File: src/thermal_false_color_map_defines.svh
// ---------------------------------------------------------------------------
// thermal_false_color_map_defines.svh
// Assertion macros shared by the false-color map RTL.
// ---------------------------------------------------------------------------
// Both macros assume signals named clk and rst_n in the calling module.
`ifndef THERMAL_FALSE_COLOR_MAP_DEFINES_SVH
`define THERMAL_FALSE_COLOR_MAP_DEFINES_SVH

`ifndef SYNTHESIS
// condition must hold on every clock edge outside reset
`define TFCM_ASSERT(label, cond) \
  label: assert property (@(posedge clk) disable iff (!rst_n) (cond)) \
    else $error("tfcm: invariant violated");
// pre implies post in the same cycle
`define TFCM_ASSERT_IMP(label, pre, post) \
  label: assert property (@(posedge clk) disable iff (!rst_n) (pre) |-> (post)) \
    else $error("tfcm: implication violated");
`else
`define TFCM_ASSERT(label, cond)
`define TFCM_ASSERT_IMP(label, pre, post)
`endif

`endif

File: src/tfcm_pkg.sv
// ---------------------------------------------------------------------------
// tfcm_pkg
// Types, codes and elaboration-time threshold math for the false-color map.
// ---------------------------------------------------------------------------
package tfcm_pkg;

  localparam int FRACTION_BITS_DEF = 16;
  localparam int TEMP_W            = 16;
  localparam int PIXEL_W           = 16;
  localparam int ALPHA_W           = 4;
  localparam int CFG_IDX_W         = 2;
  localparam int CFG_DATA_W        = 16;
  localparam int NUM_LEVELS        = 15;

  typedef logic [1:0]          clip_t;
  typedef logic [1:0]          quarter_t;
  typedef logic [3:0]          nibble_t;
  typedef logic [TEMP_W-1:0]   temp_t;

  // register indexes
  localparam logic [CFG_IDX_W-1:0] CFG_LOW_LIMIT   = 2'd0;
  localparam logic [CFG_IDX_W-1:0] CFG_HIGH_LIMIT  = 2'd1;
  localparam logic [CFG_IDX_W-1:0] CFG_ALPHA_LEVEL = 2'd2;

  // clip status codes
  localparam clip_t CLIP_NONE     = 2'd0;
  localparam clip_t CLIP_LOW      = 2'd1;
  localparam clip_t CLIP_HIGH     = 2'd2;
  localparam clip_t CLIP_RESERVED = 2'd3;

  // quarters of the color scale
  localparam quarter_t QTR_BLUE_GREEN = 2'd0;
  localparam quarter_t QTR_GREEN_BLUE = 2'd1;
  localparam quarter_t QTR_GREEN_RED  = 2'd2;
  localparam quarter_t QTR_RED_GREEN  = 2'd3;

  localparam nibble_t LEVEL_FULL = 4'hF;
  localparam nibble_t LEVEL_ZERO = 4'h0;

  // reset values
  localparam temp_t              LOW_LIMIT_RST   = 16'hFE70; // -400
  localparam temp_t              HIGH_LIMIT_RST  = 16'h04B0; // 1200
  localparam logic [ALPHA_W-1:0] ALPHA_LEVEL_RST = 4'd8;

  localparam logic [63:0] PI_Q62  = 64'hC90FDAA22168C235;
  localparam logic [63:0] ONE_Q62 = 64'h4000000000000000;

  // ---- elaboration-time helpers: used only to build constant thresholds ----

  // (a*b) >> s, low 64 bits
  function automatic logic [63:0] mul_shift(input logic [63:0] a, input logic [63:0] b,
                                            input int s);
    logic [127:0] prod;
    prod = {64'd0, a} * {64'd0, b};
    prod = prod >> s;
    return prod[63:0];
  endfunction

  // sin(x), x in [0, pi/2], Q62
  function automatic logic [63:0] sin_q62(input logic [63:0] x);
    logic [63:0] x2;
    logic [63:0] term;
    logic [63:0] sum;
    x2   = mul_shift(x, x, 62);
    term = x;
    sum  = x;
    term = mul_shift(term, x2, 62) / 64'd6;   sum = sum - term;
    term = mul_shift(term, x2, 62) / 64'd20;  sum = sum + term;
    term = mul_shift(term, x2, 62) / 64'd42;  sum = sum - term;
    term = mul_shift(term, x2, 62) / 64'd72;  sum = sum + term;
    term = mul_shift(term, x2, 62) / 64'd110; sum = sum - term;
    term = mul_shift(term, x2, 62) / 64'd156; sum = sum + term;
    term = mul_shift(term, x2, 62) / 64'd210; sum = sum - term;
    term = mul_shift(term, x2, 62) / 64'd272; sum = sum + term;
    term = mul_shift(term, x2, 62) / 64'd342; sum = sum - term;
    term = mul_shift(term, x2, 62) / 64'd420; sum = sum + term;
    term = mul_shift(term, x2, 62) / 64'd506; sum = sum - term;
    term = mul_shift(term, x2, 62) / 64'd600; sum = sum + term;
    term = mul_shift(term, x2, 62) / 64'd702; sum = sum - term;
    return sum;
  endfunction

  // level 0..15 for ramp position q in [0, Q], Q = 2^(fb-2)
  function automatic logic [3:0] ramp_level(input logic [63:0] q, input int fb);
    logic [63:0] qf;
    logic [63:0] d;
    logic [63:0] x;
    logic [63:0] s;
    logic [63:0] a;
    logic        pos;
    qf = 64'd1 << (fb - 2);
    if (q == 64'd0) begin
      return LEVEL_ZERO;
    end
    if (q >= qf) begin
      return LEVEL_FULL;
    end
    pos = ((q << 1) > qf);
    d   = pos ? (q << 1) - qf : qf - (q << 1);
    x   = mul_shift(PI_Q62, d, fb - 1);
    s   = sin_q62(x);
    if (s > ONE_Q62) begin
      s = ONE_Q62;
    end
    s = s >> 4;
    a = 64'd15 << 58;
    if (pos) begin
      a = a + 64'd15 * s;
    end else begin
      a = a - 64'd15 * s;
    end
    a = a >> 59;
    return (a > 64'd15) ? LEVEL_FULL : a[3:0];
  endfunction

  // smallest q whose level reaches k (k in 1..15), by bisection
  function automatic logic [31:0] ramp_thresh(input int fb, input int k);
    logic [63:0] lo;
    logic [63:0] hi;
    logic [63:0] mid;
    int          i;
    lo = 64'd0;
    hi = 64'd1 << (fb - 2);
    for (i = 0; i < 64; i++) begin
      if (hi - lo > 64'd1) begin
        mid = (lo + hi) >> 1;
        if (32'(ramp_level(mid, fb)) >= k) begin
          hi = mid;
        end else begin
          lo = mid;
        end
      end
    end
    return hi[31:0];
  endfunction

endpackage

File: src/thermal_false_color_map.sv
// ---------------------------------------------------------------------------
// thermal_false_color_map
// Jet-style false-color map: signed temperature sample in, GBAR4444 pixel out.
// Pipeline: clip stage, restoring divider stages, quarter stage, threshold
// stage and output register; the result is taken at the edge that ends the
// out_valid strobe cycle. Throughput: one transaction per cycle; busy is tied
// low, the restoring divider runs one quotient bit per pipeline stage.
// Reset (rst_n, synchronous): clears all valid bits, loads register defaults.
// ---------------------------------------------------------------------------
`include "thermal_false_color_map_defines.svh"

module thermal_false_color_map #(
  parameter int FRACTION_BITS = tfcm_pkg::FRACTION_BITS_DEF  // 8..24
) (
  input  logic                            clk,
  input  logic                            rst_n,
  // input transaction
  input  logic                            start,
  output logic                            busy,
  input  logic [tfcm_pkg::TEMP_W-1:0]     in_temperature,
  // result transaction (one cycle strobe, cannot be held off)
  output logic                            out_valid,
  output logic [tfcm_pkg::PIXEL_W-1:0]    out_pixel,
  output tfcm_pkg::clip_t                 out_clip_status,
  // configuration writes
  input  logic                            cfg_we,
  input  logic [tfcm_pkg::CFG_IDX_W-1:0]  cfg_index,
  input  logic [tfcm_pkg::CFG_DATA_W-1:0] cfg_data
);

  localparam int TW = tfcm_pkg::TEMP_W;
  localparam int FB = FRACTION_BITS;
  localparam int QW = FRACTION_BITS - 2;   // bits of p within a quarter
  localparam int NL = tfcm_pkg::NUM_LEVELS;

  // Every stage moves forward each cycle; nothing ever stalls.
  assign busy = 1'b0;

  logic accept;
  assign accept = start & ~busy;

  // -------------------------------------------------------------------------
  // Configuration registers
  // -------------------------------------------------------------------------
  tfcm_pkg::temp_t                low_r,   low_nxt;
  tfcm_pkg::temp_t                high_r,  high_nxt;
  logic [tfcm_pkg::ALPHA_W-1:0]   alpha_r, alpha_nxt;

  always_comb begin
    low_nxt   = low_r;
    high_nxt  = high_r;
    alpha_nxt = alpha_r;
    if (cfg_we) begin
      case (cfg_index)
        tfcm_pkg::CFG_LOW_LIMIT:   low_nxt   = cfg_data[TW-1:0];
        tfcm_pkg::CFG_HIGH_LIMIT:  high_nxt  = cfg_data[TW-1:0];
        tfcm_pkg::CFG_ALPHA_LEVEL: alpha_nxt = cfg_data[tfcm_pkg::ALPHA_W-1:0];
        default: ;  // unmapped index: ignored
      endcase
    end
  end

  always_ff @(posedge clk) begin
    if (!rst_n) begin
      low_r   <= tfcm_pkg::LOW_LIMIT_RST;
      high_r  <= tfcm_pkg::HIGH_LIMIT_RST;
      alpha_r <= tfcm_pkg::ALPHA_LEVEL_RST;
    end else begin
      low_r   <= low_nxt;
      high_r  <= high_nxt;
      alpha_r <= alpha_nxt;
    end
  end

  // -------------------------------------------------------------------------
  // Stage 1: clip tests, numerator t-low and denominator high-low.
  // Index 0 of the divider arrays is this stage's register.
  // In range means low < t < high, so 0 < num < den <= 65535 fit 16 bits.
  // Low test wins when both limits are met; high <= low never reaches the
  // divider as an in-range item.
  // -------------------------------------------------------------------------
  logic              dv_v_r   [0:FB];
  tfcm_pkg::clip_t   dv_st_r  [0:FB];
  logic [TW-1:0]     dv_rem_r [0:FB];
  logic [TW-1:0]     dv_den_r [0:FB];
  logic [FB-1:0]     dv_quo_r [0:FB];

  tfcm_pkg::clip_t   st1_nxt;
  logic [TW:0]       num1_ext;
  logic [TW:0]       den1_ext;

  always_comb begin
    if ($signed(in_temperature) <= $signed(low_r)) begin
      st1_nxt = tfcm_pkg::CLIP_LOW;
    end else if ($signed(in_temperature) >= $signed(high_r)) begin
      st1_nxt = tfcm_pkg::CLIP_HIGH;
    end else begin
      st1_nxt = tfcm_pkg::CLIP_NONE;
    end
    num1_ext = {in_temperature[TW-1], in_temperature} - {low_r[TW-1], low_r};
    den1_ext = {high_r[TW-1], high_r} - {low_r[TW-1], low_r};
  end

  always_ff @(posedge clk) begin
    if (!rst_n) begin
      dv_v_r[0] <= 1'b0;
    end else begin
      dv_v_r[0] <= accept;
    end
  end

  always_ff @(posedge clk) begin
    dv_st_r[0]  <= st1_nxt;
    dv_rem_r[0] <= num1_ext[TW-1:0];
    dv_den_r[0] <= den1_ext[TW-1:0];
    dv_quo_r[0] <= '0;
  end

  // -------------------------------------------------------------------------
  // Restoring divider, one quotient bit per stage: f = (num << FB) / den.
  // The remainder stays below den, so the doubled remainder needs TW+1 bits.
  // -------------------------------------------------------------------------
  for (genvar i = 0; i < FB; i++) begin : g_div
    logic [TW:0]   rem2;
    logic [TW:0]   diff;
    logic          ge;
    logic [TW-1:0] rem_nxt;
    logic [FB-1:0] quo_nxt;

    always_comb begin
      rem2    = {dv_rem_r[i], 1'b0};
      diff    = rem2 - {1'b0, dv_den_r[i]};
      ge      = (rem2 >= {1'b0, dv_den_r[i]});
      rem_nxt = ge ? diff[TW-1:0] : rem2[TW-1:0];
      quo_nxt = {dv_quo_r[i][FB-2:0], ge};
    end

    always_ff @(posedge clk) begin
      if (!rst_n) begin
        dv_v_r[i+1] <= 1'b0;
      end else begin
        dv_v_r[i+1] <= dv_v_r[i];
      end
    end

    always_ff @(posedge clk) begin
      dv_st_r[i+1]  <= dv_st_r[i];
      dv_rem_r[i+1] <= rem_nxt;
      dv_den_r[i+1] <= dv_den_r[i];
      dv_quo_r[i+1] <= quo_nxt;
    end
  end

  // -------------------------------------------------------------------------
  // Quarter stage: top two bits of f pick the quarter; q mirrors p in the
  // odd quarters so the sin^2 ramp falls instead of rising.
  // -------------------------------------------------------------------------
  localparam logic [QW:0] Q_FULL = {1'b1, {QW{1'b0}}};

  logic               qs_v_r;
  tfcm_pkg::clip_t    qs_st_r;
  tfcm_pkg::quarter_t qs_qtr_r, qs_qtr_nxt;
  logic [QW:0]        qs_q_r,   qs_q_nxt;

  always_comb begin
    qs_qtr_nxt = dv_quo_r[FB][FB-1:FB-2];
    qs_q_nxt   = qs_qtr_nxt[0] ? (Q_FULL - {1'b0, dv_quo_r[FB][QW-1:0]})
                               : {1'b0, dv_quo_r[FB][QW-1:0]};
  end

  always_ff @(posedge clk) begin
    if (!rst_n) begin
      qs_v_r <= 1'b0;
    end else begin
      qs_v_r <= dv_v_r[FB];
    end
  end

  always_ff @(posedge clk) begin
    qs_st_r  <= dv_st_r[FB];
    qs_qtr_r <= qs_qtr_nxt;
    qs_q_r   <= qs_q_nxt;
  end

  // -------------------------------------------------------------------------
  // Threshold stage: level k is reached once q >= T_k. Thresholds are
  // constants worked out at elaboration from the fixed-point sine series.
  // The hit vector is a thermometer code.
  // -------------------------------------------------------------------------
  logic [NL-1:0] hit_nxt;

  for (genvar k = 1; k <= NL; k++) begin : g_thr
    localparam logic [31:0] THR_FULL = tfcm_pkg::ramp_thresh(FB, k);
    localparam logic [QW:0] THR      = THR_FULL[QW:0];
    assign hit_nxt[k-1] = (qs_q_r >= THR);
  end

  logic               hs_v_r;
  tfcm_pkg::clip_t    hs_st_r;
  tfcm_pkg::quarter_t hs_qtr_r;
  logic [NL-1:0]      hs_hit_r;

  always_ff @(posedge clk) begin
    if (!rst_n) begin
      hs_v_r <= 1'b0;
    end else begin
      hs_v_r <= qs_v_r;
    end
  end

  always_ff @(posedge clk) begin
    hs_st_r  <= qs_st_r;
    hs_qtr_r <= qs_qtr_r;
    hs_hit_r <= hit_nxt;
  end

  // -------------------------------------------------------------------------
  // Output stage: count hits into the level, place channels by quarter.
  // Pixel layout green[15:12] blue[11:8] alpha[7:4] red[3:0].
  // -------------------------------------------------------------------------
  tfcm_pkg::nibble_t level;
  tfcm_pkg::nibble_t g_ch, b_ch, r_ch;
  logic [tfcm_pkg::PIXEL_W-1:0] pixel_nxt;

  logic                         out_valid_r;
  logic [tfcm_pkg::PIXEL_W-1:0] out_pixel_r;
  tfcm_pkg::clip_t              out_clip_r;

  always_comb begin
    level = 4'($countones(hs_hit_r));
    g_ch  = tfcm_pkg::LEVEL_ZERO;
    b_ch  = tfcm_pkg::LEVEL_ZERO;
    r_ch  = tfcm_pkg::LEVEL_ZERO;
    case (hs_st_r)
      tfcm_pkg::CLIP_LOW:  b_ch = tfcm_pkg::LEVEL_FULL;
      tfcm_pkg::CLIP_HIGH: r_ch = tfcm_pkg::LEVEL_FULL;
      default: begin
        case (hs_qtr_r)
          tfcm_pkg::QTR_BLUE_GREEN: begin
            b_ch = tfcm_pkg::LEVEL_FULL;
            g_ch = level;
          end
          tfcm_pkg::QTR_GREEN_BLUE: begin
            g_ch = tfcm_pkg::LEVEL_FULL;
            b_ch = level;
          end
          tfcm_pkg::QTR_GREEN_RED: begin
            g_ch = tfcm_pkg::LEVEL_FULL;
            r_ch = level;
          end
          default: begin  // red with fading green
            r_ch = tfcm_pkg::LEVEL_FULL;
            g_ch = level;
          end
        endcase
      end
    endcase
    pixel_nxt = {g_ch, b_ch, alpha_r, r_ch};
  end

  always_ff @(posedge clk) begin
    if (!rst_n) begin
      out_valid_r <= 1'b0;
    end else begin
      out_valid_r <= hs_v_r;
    end
  end

  always_ff @(posedge clk) begin
    out_pixel_r <= pixel_nxt;
    out_clip_r  <= hs_st_r;
  end

  assign out_valid       = out_valid_r;
  assign out_pixel       = out_pixel_r;
  assign out_clip_status = out_clip_r;

  // -------------------------------------------------------------------------
  // Assertions
  // -------------------------------------------------------------------------
  logic dv_first_in_range;
  logic dv_last_in_range;

  assign dv_first_in_range = dv_v_r[0] && (dv_st_r[0] == tfcm_pkg::CLIP_NONE);
  assign dv_last_in_range  = dv_v_r[FB] && (dv_st_r[FB] == tfcm_pkg::CLIP_NONE);

  // in-range item entering the divider must satisfy num < den
  `TFCM_ASSERT_IMP(a_num_below_den, dv_first_in_range, dv_rem_r[0] < dv_den_r[0])
  // the remainder never reaches the divisor at the divider's last stage
  `TFCM_ASSERT_IMP(a_rem_below_den, dv_last_in_range, dv_rem_r[FB] < dv_den_r[FB])
  // threshold hits form a thermometer code
  `TFCM_ASSERT_IMP(a_hit_thermo, hs_v_r, (hs_hit_r & (hs_hit_r + 1'b1)) == '0)
  // a delivered status is never the unused code
  `TFCM_ASSERT_IMP(a_status_legal, out_valid, out_clip_status != tfcm_pkg::CLIP_RESERVED)

endmodule

File: config.mk
export PLATFORM = sky130hd
export DESIGN_NAME = thermal_false_color_map
export DESIGN_NICKNAME = d
export VERILOG_FILES = /design/src/tfcm_pkg.sv /design/src/thermal_false_color_map.sv
export VERILOG_INCLUDE_DIRS = /design/src /design/src/src
export SDC_FILE = /design/constraint.sdc
export NUM_CORES = 1
export LEC_CHECK = 0
export ABC_CLOCK_PERIOD_IN_PS = 4000
export BUFFER_PORTS_ARGS = -buffer_cell sky130_fd_sc_hd__buf_4
export CAP_MARGIN = 40
export CORE_AREA = 2 2 244 246
export DETAILED_ROUTE_END_ITERATION = 16
export DIE_AREA = 0 0 246 248
export HOLD_SLACK_MARGIN = 0.03
export MAX_ROUTING_LAYER = met4
export PLACE_DENSITY_LB_ADDON = 0.08
export SLEW_MARGIN = 20
export SYNTH_ARGS = -nofsm -noshare
export SYNTH_HDL_FRONTEND = slang
export SYNTH_SLANG_ARGS = --single-unit
File: constraint.sdc
create_clock -name clk -period 4 [get_ports clk]
set_input_delay 0.4 -clock clk [delete_from_list [all_inputs] [get_ports clk]]
set_output_delay 0.4 -clock clk [all_outputs]
set_load 0.01 [all_outputs]
==> impl_results.html, run 1 <==
<table>
<tr><th>Metric</th><th>Value</th></tr>
<tr><th colspan="2">Status</th></tr>
<tr><td>Status</td><td>finished, final reports clean</td></tr>
<tr><th colspan="2">Drt</th></tr>
<tr><td>Via count</td><td>24600</td></tr>
<tr><td>Initial DRT Pass Iterations</td><td>5</td></tr>
<tr><td>Count of antenna-violating nets left after detailed routing</td><td>0</td></tr>
<tr><td>Number of design-rule violations left by the first detailed-router iteration</td><td>about 1500</td></tr>
<tr><td>Routed vias/inst</td><td>~5.5</td></tr>
<tr><td>DRC violation count after routing</td><td>0</td></tr>
<tr><td>Average detailed-routed wire length per instance</td><td>16.2 um</td></tr>
<tr><td>Total length of routed wires</td><td>72900 um</td></tr>
<tr><th colspan="2">Layout</th></tr>
<tr><td>Final Core Density</td><td>0.665</td></tr>
<tr><td>Filler instances</td><td>around 4600</td></tr>
<tr><td>Count of inserted antenna diode cells</td><td>0</td></tr>
<tr><td>Syn-to-layout area delta</td><td>12.1%</td></tr>
<tr><td>NumNets Final</td><td>between 4000 and 5000</td></tr>
<tr><td>Share of cells above drive strength 1</td><td>0.0999</td></tr>
<tr><td>Finished layout cell area</td><td>between 30000 and 40000 um2</td></tr>
<tr><td>Area taken by flip-flops and latches</td><td>between 15000 and 20000 um2</td></tr>
<tr><td>Area occupied by multi-input gates</td><td>between 15000 and 20000 um2</td></tr>
<tr><td>Non-filler instance count after layout</td><td>approximately 4500</td></tr>
<tr><th colspan="2">Yosys</th></tr>
<tr><td>Basic-gate share of the synthesized area counting and, or, nand and nor cells</td><td>0.113</td></tr>
<tr><td>Most frequent cells after synthesis</td><td>dfxtp_1, inv_1, ha_1, nand2_1, a21oi_1</td></tr>
<tr><td>Synthesis Warnings</td><td>0</td></tr>
<tr><td>Dominant combinational cell family by area after synthesis</td><td>compound AO/OA/AOI/OAI gates</td></tr>
<tr><td>Share of synthesized flip-flops with an asynchronous set or reset</td><td>0</td></tr>
<tr><td>Share of synthesized area spent on multiplexers</td><td>0.0473</td></tr>
<tr><td>Leading cell type by number of instances after synthesis</td><td>dfxtp_1</td></tr>
<tr><td>Cell area after synthesis</td><td>34700 um2</td></tr>
<tr><td>Synthesized flop and latch total</td><td>794</td></tr>
<tr><td>Cells after synthesis</td><td>approximately 3600</td></tr>
<tr><td>Dominant cell type by area after synthesis</td><td>dfxtp_1</td></tr>
<tr><td>Fraction of the mapped netlist area in adder cells</td><td>0.127</td></tr>
<tr><td>Fraction of post-synthesis cell area in the top cell type by area</td><td>0.458</td></tr>
<tr><td>Post-synthesis sequential area ratio</td><td>0.458</td></tr>
<tr><td>Count of flip-flops with a built-in enable after synthesis</td><td>0</td></tr>
<tr><td>Xor/xnor cell area share of the yosys netlist</td><td>0.0543</td></tr>
<tr><td>Yosys cell types</td><td>a little under 80</td></tr>
<tr><td>Area fraction in compound gates after synthesis</td><td>0.146</td></tr>
<tr><td>Dominant register cell in the synthesized netlist</td><td>dfxtp_1</td></tr>
<tr><td>Total nets after synthesis</td><td>just under 4000</td></tr>
<tr><td>Post-synthesis area per instance</td><td>9.76 um2</td></tr>
<tr><td>Top post-synthesis cells by area</td><td>dfxtp_1, ha_1, inv_1</td></tr>
<tr><th colspan="2">Placed design</th></tr>
<tr><td>Gpl congestion</td><td>0.962</td></tr>
<tr><td>Dpl hpwl</td><td>55500 um</td></tr>
<tr><td>Dpl ws</td><td>386 ps</td></tr>
<tr><td>Cell area after placement</td><td>between 30000 and 40000 um2</td></tr>
<tr><td>Instance count after placement with tap cells included</td><td>4331</td></tr>
<tr><td>Buffers added on ports</td><td>56</td></tr>
<tr><th colspan="2">Global routing</th></tr>
<tr><td>Met3 demand-to-capacity share in global routing</td><td>0.0322</td></tr>
<tr><td>First-pass GRT wire length</td><td>approximately 120000 um</td></tr>
<tr><td>Busiest layer in global routing</td><td>met2</td></tr>
<tr><td>Final global-route overflow total</td><td>0</td></tr>
<tr><td>Via count of the first global-routing pass</td><td>about 24000</td></tr>
<tr><td>Global routing met1 resource utilization</td><td>0.308</td></tr>
<tr><td>Global Route met2 Usage</td><td>0.410</td></tr>
<tr><td>Pin count of the biggest net entering global routing</td><td>57</td></tr>
<tr><td>Global-route usage over all layers</td><td>0.247</td></tr>
<tr><td>Number of antenna violations at the first check in global routing</td><td>0</td></tr>
<tr><th colspan="2">Floorplan</th></tr>
<tr><td>Number of rows in the core area</td><td>89</td></tr>
<tr><td>DIE WIDTH</td><td>246 um</td></tr>
<tr><td>Die Outline Area</td><td>between 60000 and 70000 um2</td></tr>
<tr><td>Initial Utilization</td><td>0.593</td></tr>
<tr><td>Io pins</td><td>between 50 and 60</td></tr>
<tr><td>Placeable core region</td><td>58500 um2</td></tr>
<tr><td>Height of the chip</td><td>around 250 um</td></tr>
<tr><th colspan="2">Clock tree</th></tr>
<tr><td>Root Buffer</td><td>clkbuf_16</td></tr>
<tr><td>Count of buffers added by post-CTS timing repair for setup</td><td>0</td></tr>
<tr><td>Clock transition at the register clock pins on the worst setup and hold paths after CTS</td><td>about 60 ps</td></tr>
<tr><td>CTS tree</td><td>built</td></tr>
<tr><td>TritonCTS sink count</td><td>between 700 and 800</td></tr>
<tr><td>Cells resized by post-CTS repair</td><td>0</td></tr>
<tr><td>Clock tree buffer depth</td><td>3</td></tr>
<tr><td>Insertion delay of the later-clocked pin in the worst-skew pair</td><td>620 ps</td></tr>
<tr><td>Clock buffer count from CTS</td><td>80</td></tr>
<tr><td>Maximum level of the CTS H-tree</td><td>3</td></tr>
<tr><th colspan="2">Critical path</th></tr>
<tr><td>Nature of the critical path startpoint</td><td>register</td></tr>
<tr><td>Biggest fanout along the worst timing path</td><td>3</td></tr>
<tr><td>Endpoint required time on the critical path</td><td>~4500 ps</td></tr>
<tr><td>Worst path arrival time</td><td>a little over 4000 ps</td></tr>
<tr><td>Worst Setup End Kind</td><td>register</td></tr>
<tr><td>Setup CP Type</td><td>register to register</td></tr>
<tr><th colspan="2">Timing</th></tr>
<tr><td>Fin crit share</td><td>0.907</td></tr>
<tr><td>Fin Setup TNS</td><td>0 ps</td></tr>
<tr><td>Worst setup skew after layout</td><td>approximately 19 ps</td></tr>
<tr><td>RSZ-0062 raised after global routing</td><td>false</td></tr>
<tr><td>Crit path time final</td><td>around 3600 ps</td></tr>
<tr><td>Relative slew slack</td><td>0.464</td></tr>
<tr><td>Worst Slack Setup Final</td><td>roughly 370 ps</td></tr>
<tr><td>Total count of max-transition violations in the final report</td><td>0</td></tr>
<tr><td>F_max</td><td>roughly 280 MHz</td></tr>
<tr><td>Count of endpoints failing setup in the final report</td><td>0</td></tr>
<tr><td>Hold Fails Final Rpt</td><td>0</td></tr>
<tr><td>Worst-Margin Slew</td><td>roughly 800 ps</td></tr>
<tr><td>Worst hold slack</td><td>around 180 ps</td></tr>
<tr><th colspan="2">Pwr</th></tr>
<tr><td>P per Cell Area</td><td>around 1000 nW/um2</td></tr>
<tr><td>Post-layout power</td><td>slightly below 40 mW</td></tr>
<tr><td>LEAKAGE</td><td>approximately 17 nW</td></tr>
<tr><td>Worst supply voltage drop on vdd</td><td>about 1.1 mV</td></tr>
<tr><th colspan="2">Hold path</th></tr>
<tr><td>Path class of the lowest-slack min-delay path</td><td>primary input to register</td></tr>
<tr><th colspan="2">Job</th></tr>
<tr><td>Max-cap violation count</td><td>0</td></tr>
</table>
## per-layer routing
metal | up-vias | routed length, um
li1 | 12400 | -
met3 | 136 | 2850
met5 | - | 0
met1 | 11600 | 33200
met4 | 0 | 2160
met2 | 496 | 34700
## worst max-delay path, cell delays in order (launching register included)
cell and delay, ps:
dfxtp_1 320, fa_1 560, fa_1 440, fa_1 520, inv_1 50, fa_1 470, fa_1 380, inv_1 100
fa_1 460, o21a_1 210
## power by group
part,switching (mW),total (mW),internal (mW)
clock,3.09,7.85,4.76
sequential,1.62,12.4,10.8
combinational,10.2,18.9,8.79
total,14.9,39.2,24.4
## final timing paths
path	from	endpoint	slack [ps]	cells past startpoint
min	rst_n	alpha_r[3]	180	2
min reg2reg	dv_st_r[13][1]	dv_st_r[14][1]	310	0
max	hs_hit_r[0]	out_pixel[13]	370	9
max reg2reg	hs_hit_r[0]	out_pixel[13]	370	9
## cell type report
cell class	instances	area share
Sequential cell	794	0.409
Tap cell	773	0.0249
Inverter	400	0.0386
Timing Repair Buffer	92	0.0192
Clock inverter	37	0.0137
Multi-Input combinational cell	2291	0.436
Clock buffer	111	0.0591
## logic make-up (layout without fill, tap and decap cells)
kind of cell / Yosys count / after routing
muxes: 144 / 144
xor gates and xnor gates: 215 / 215
DFF: 794 / 794
adders and majority gates: 337 / 337
and+or+nand+nor: 809 / 809
other: 1 / 1
AOI/OAI and AO/OA: 785 / 785
buffers and inverters: 471 / 640
## registers in the layout (all words and copies together) (netlist names), 4 cells and up
name and count:
dv_v_r 17, alpha_r 4, dv_quo_r 136, out_pixel 16
high_r 16, low_r 16, hs_hit_r 15, dv_st_r 34
dv_rem_r 256, dv_den_r 256, qs_q_r 15
## what timing repair did
| action | CTS | global route |
|---|---|---|
| endpoints found under the setup margin | 0 | 0 |
| hold buffers | 17 | 0 |
| hold endpoints to repair | 28 | 0 |
## cell usage in the layout (no fill, tap or decap), types with 65 or more instances in the layout
cell | netlist | routed
mux2_2 | 101 | 101
xnor2_1 | 144 | 144
nand2_1 | 252 | 252
nand3_1 | 65 | 65
buf_4 | 4 | 73
nor2_1 | 187 | 187
inv_1 | 400 | 400
clkbuf_16 | 0 | 81
a21oi_1 | 203 | 203
dfxtp_1 | 794 | 794
xor2_1 | 71 | 71
ha_1 | 310 | 310
a21o_1 | 91 | 91
o21ai_0 | 182 | 182
No activity file was read; power rests on OpenSTA's default activity.
==> run 2: changes to the inputs <==
--- a/config.mk
+++ b/config.mk
@@ -9,9 +9,9 @@
 export ABC_CLOCK_PERIOD_IN_PS = 4000
 export BUFFER_PORTS_ARGS = -buffer_cell sky130_fd_sc_hd__buf_4
 export CAP_MARGIN = 40
-export CORE_AREA = 2 2 244 246
+export CORE_AREA = 2 2 223 269
 export DETAILED_ROUTE_END_ITERATION = 16
-export DIE_AREA = 0 0 246 248
+export DIE_AREA = 0 0 225 271
 export HOLD_SLACK_MARGIN = 0.03
 export MAX_ROUTING_LAYER = met4
 export PLACE_DENSITY_LB_ADDON = 0.08
==> run 2 against run 1 <==
Effect of this change: register-to-register slack better by 100 ps; largest cell class unchanged; hold slack worse by 120 ps; critical path depth unchanged; sequential share of layout area up 0.30 points; non-clock buffer count down 3; setup slack better by 100 ps; global-route usage up 0.61 points; sequential power about the same; largest power group unchanged.
==> impl_results.html, run 2 (synthesis gave the netlist of run 1 again) <==
<table>
<tr><th>Metric</th><th>Value</th></tr>
<tr><th colspan="2">Floorplan</th></tr>
<tr><td>Initial Utilization</td><td>0.597</td></tr>
<tr><td>DIE WIDTH</td><td>225 um</td></tr>
<tr><td>Number of rows in the core area</td><td>97</td></tr>
<tr><td>Height of the chip</td><td>271 um</td></tr>
<tr><td>Placeable core region</td><td>58100 um2</td></tr>
<tr><td>Die Outline Area</td><td>around 61000 um2</td></tr>
<tr><td>Io pins</td><td>between 50 and 60</td></tr>
<tr><th colspan="2">Critical path</th></tr>
<tr><td>Cell Chain, Critical Path</td><td>fa_1 &gt; fa_1 &gt; fa_1 &gt; inv_1 &gt; fa_1 &gt; fa_1 &gt; inv_1 &gt; fa_1 &gt; o21a_1</td></tr>
<tr><td>Biggest fanout along the worst timing path</td><td>3</td></tr>
<tr><td>Nature of the critical path startpoint</td><td>register</td></tr>
<tr><td>Worst Reg-to-Reg Cells</td><td>9</td></tr>
<tr><td>Worst R2R End</td><td>out_pixel[13]</td></tr>
<tr><td>Worst Setup End Kind</td><td>register</td></tr>
<tr><td>RR Startpoint</td><td>hs_hit_r[0]</td></tr>
<tr><td>Worst path arrival time</td><td>roughly 4000 ps</td></tr>
<tr><td>Setup CP Type</td><td>register to register</td></tr>
<tr><td>CP most frequent cell</td><td>fa_1</td></tr>
<tr><td>R2r setup slk</td><td>about 470 ps</td></tr>
<tr><td>Buffer and inverter count on the worst path</td><td>2</td></tr>
<tr><td>Crit path max-delay cell type</td><td>fa_1</td></tr>
<tr><td>Crit path largest cell delay</td><td>between 500 and 600 ps</td></tr>
<tr><td>Endpoint required time on the critical path</td><td>roughly 4500 ps</td></tr>
<tr><td>Delay-heaviest family, CP</td><td>adder cells</td></tr>
<tr><th colspan="2">Global routing</th></tr>
<tr><td>Via count of the first global-routing pass</td><td>approximately 25000</td></tr>
<tr><td>First-pass GRT wire length</td><td>around 120000 um</td></tr>
<tr><td>Number of antenna violations at the first check in global routing</td><td>0</td></tr>
<tr><td>Final global-route overflow total</td><td>0</td></tr>
<tr><td>Pin count of the biggest net entering global routing</td><td>57</td></tr>
<tr><td>Global-route usage over all layers</td><td>0.253</td></tr>
<tr><th colspan="2">Clock tree</th></tr>
<tr><td>Clock tree buffer depth</td><td>3</td></tr>
<tr><td>Clock transition at the register clock pins on the worst setup and hold paths after CTS</td><td>roughly 60 ps</td></tr>
<tr><td>Cells resized by post-CTS repair</td><td>0</td></tr>
<tr><td>Root Buffer</td><td>clkbuf_16</td></tr>
<tr><td>TritonCTS sink count</td><td>794</td></tr>
<tr><td>CTS tree</td><td>built</td></tr>
<tr><td>Maximum level of the CTS H-tree</td><td>3</td></tr>
<tr><td>Clock buffer count from CTS</td><td>79</td></tr>
<tr><td>Count of buffers added by post-CTS timing repair for setup</td><td>0</td></tr>
<tr><td>Insertion delay of the later-clocked pin in the worst-skew pair</td><td>around 630 ps</td></tr>
<tr><th colspan="2">Layout</th></tr>
<tr><td>Count of inserted antenna diode cells</td><td>0</td></tr>
<tr><td>Non-filler instance count after layout</td><td>between 4000 and 5000</td></tr>
<tr><td>NumNets Final</td><td>about 4000</td></tr>
<tr><td>Final Core Density</td><td>0.664</td></tr>
<tr><td>Commonest non-fill, non-tap cell in the layout</td><td>dfxtp_1</td></tr>
<tr><td>Syn-to-layout area delta</td><td>11.3%</td></tr>
<tr><td>Finished layout cell area</td><td>approximately 39000 um2</td></tr>
<tr><td>Share of cells above drive strength 1</td><td>0.100</td></tr>
<tr><td>Largest registers</td><td>dv_den_r (256), dv_rem_r (256), dv_quo_r (136)</td></tr>
<tr><td>Leading cell types in the layout, fill and taps excluded</td><td>dfxtp_1, inv_1, ha_1, nand2_1, a21oi_1</td></tr>
<tr><th colspan="2">Timing</th></tr>
<tr><td>RSZ-0062 raised after global routing</td><td>false</td></tr>
<tr><td>Total count of max-transition violations in the final report</td><td>0</td></tr>
<tr><td>Relative slew slack</td><td>0.455</td></tr>
<tr><td>Crit path time final</td><td>approximately 3500 ps</td></tr>
<tr><td>Count of endpoints failing setup in the final report</td><td>0</td></tr>
<tr><td>F_max</td><td>between 200 and 300 MHz</td></tr>
<tr><td>Worst-Margin Slew</td><td>797 ps</td></tr>
<tr><td>Worst setup skew after layout</td><td>around 22 ps</td></tr>
<tr><td>Fin Setup TNS</td><td>0 ps</td></tr>
<tr><td>Hold Fails Final Rpt</td><td>0</td></tr>
<tr><td>Fin crit share</td><td>0.882</td></tr>
<tr><th colspan="2">Drt</th></tr>
<tr><td>Number of design-rule violations left by the first detailed-router iteration</td><td>about 1300</td></tr>
<tr><td>Routed vias/inst</td><td>5.48</td></tr>
<tr><td>DRC violation count after routing</td><td>0</td></tr>
<tr><td>Total length of routed wires</td><td>about 75000 um</td></tr>
<tr><td>Initial DRT Pass Iterations</td><td>5</td></tr>
<tr><td>Via count</td><td>24400</td></tr>
<tr><td>Count of antenna-violating nets left after detailed routing</td><td>0</td></tr>
<tr><td>Average detailed-routed wire length per instance</td><td>roughly 17 um</td></tr>
<tr><th colspan="2">Pwr</th></tr>
<tr><td>Internal power consumption</td><td>approximately 24 mW</td></tr>
<tr><td>P per Cell Area</td><td>about 1000 nW/um2</td></tr>
<tr><td>Worst supply voltage drop on vdd</td><td>0.566 mV</td></tr>
<tr><td>Combinational power share</td><td>0.489</td></tr>
<tr><td>LEAKAGE</td><td>between 15 and 20 nW</td></tr>
<tr><td>Switching power share of the total</td><td>0.384</td></tr>
<tr><td>Proportion of power drawn by the clock network</td><td>0.189</td></tr>
<tr><td>P_sw</td><td>roughly 15 mW</td></tr>
<tr><td>Sequential power share</td><td>0.322</td></tr>
<tr><th colspan="2">Placed design</th></tr>
<tr><td>Instance count after placement with tap cells included</td><td>4300</td></tr>
<tr><td>Cell area after placement</td><td>35800 um2</td></tr>
<tr><td>Dpl hpwl</td><td>roughly 57000 um</td></tr>
<tr><td>Buffers added on ports</td><td>56</td></tr>
<tr><td>Gpl congestion</td><td>roughly 0.92</td></tr>
<tr><th colspan="2">Hold path</th></tr>
<tr><td>Worst hold path startpoint</td><td>cfg_data[8]</td></tr>
<tr><td>Capture endpoint of the worst hold path</td><td>high_r[8]</td></tr>
<tr><td>Path class of the lowest-slack min-delay path</td><td>primary input to register</td></tr>
<tr><td>Hold Path Cell Cnt</td><td>3</td></tr>
<tr><th colspan="2">Job</th></tr>
<tr><td>Max-cap violation count</td><td>0</td></tr>
<tr><th colspan="2">Status</th></tr>
<tr><td>Status</td><td>finished, final reports clean</td></tr>
</table>
## run 2: worst max-delay path by stage
stage | cells past startpoint | slack [ps] | end | from
after floorplan | 9 | 550 | out_pixel[13] | hs_hit_r[0]
after global placement | 9 | 470 | out_pixel[13] | hs_hit_r[0]
after detailed placement | 9 | 480 | out_pixel[13] | hs_hit_r[0]
after CTS | 9 | 440 | out_pixel[13] | hs_hit_r[0]
after global routing | 11 | 320 | out_pixel[10] | hs_hit_r[0]
final | 9 | 470 | out_pixel[13] | hs_hit_r[0]
## run 2: routing by layer
layer | up-vias | routed length [um] | track usage
li1 | 12400 | - | -
met1 | 11500 | 31800 | 0.288
met2 | 383 | 38100 | 0.452
met3 | 152 | 2150 | 0.0299
met4 | 0 | 2440 | 0.0959
met5 | - | 0 | -
## run 2: cell type report
cell class                 instances  area [um2]
clock buffer                     103        2200
clock inverter                    39         414
fill                            4642       19500
inverter                         400        1500
multi-input combinational       2291       17000
sequential                       794       15900
tap                              742         928
timing repair buffer              89         722
## run 2: worst reg2reg max path: cells and delay by family (launching register included)
family | cells | cell delay [ps]
buf+inv | 2 | 140
compound gates | 1 | 200
flops | 1 | 310
fa+ha+maj | 6 | 2770
## run 2: through the flow
step	setup slack (ps)	total power, mW	hold WS (ps)
2_1_floorplan	548	26.9	310
3_3_place_gp	466	30.9	310
4_1_cts	444	38.9	35.5
3_5_place_dp	485	31.3	312
6_report	473	38.7	60.2
5_1_grt	322	41.8	47.6
## run 2: power groups by stage
| stage | Combinational (mW) | Sequential, mW | Clock, mW |
|---|---|---|---|
| 6_report | 18.9 | 12.5 | 7.33 |
| 3_5_place_dp | 18.7 | 12.6 | 0 |
| 4_1_cts | 18.9 | 12.5 | 7.50 |
| 3_3_place_gp | 18.2 | 12.6 | 0 |
| 2_1_floorplan | 15.1 | 11.8 | 0 |
| 5_1_grt | 21.2 | 12.8 | 7.82 |
## run 2: what timing repair did
item / in CTS / in global routing
hold buffers: 13 / 0
setup endpoints to repair: 0 / 0
hold endpoints to repair: 18 / 0
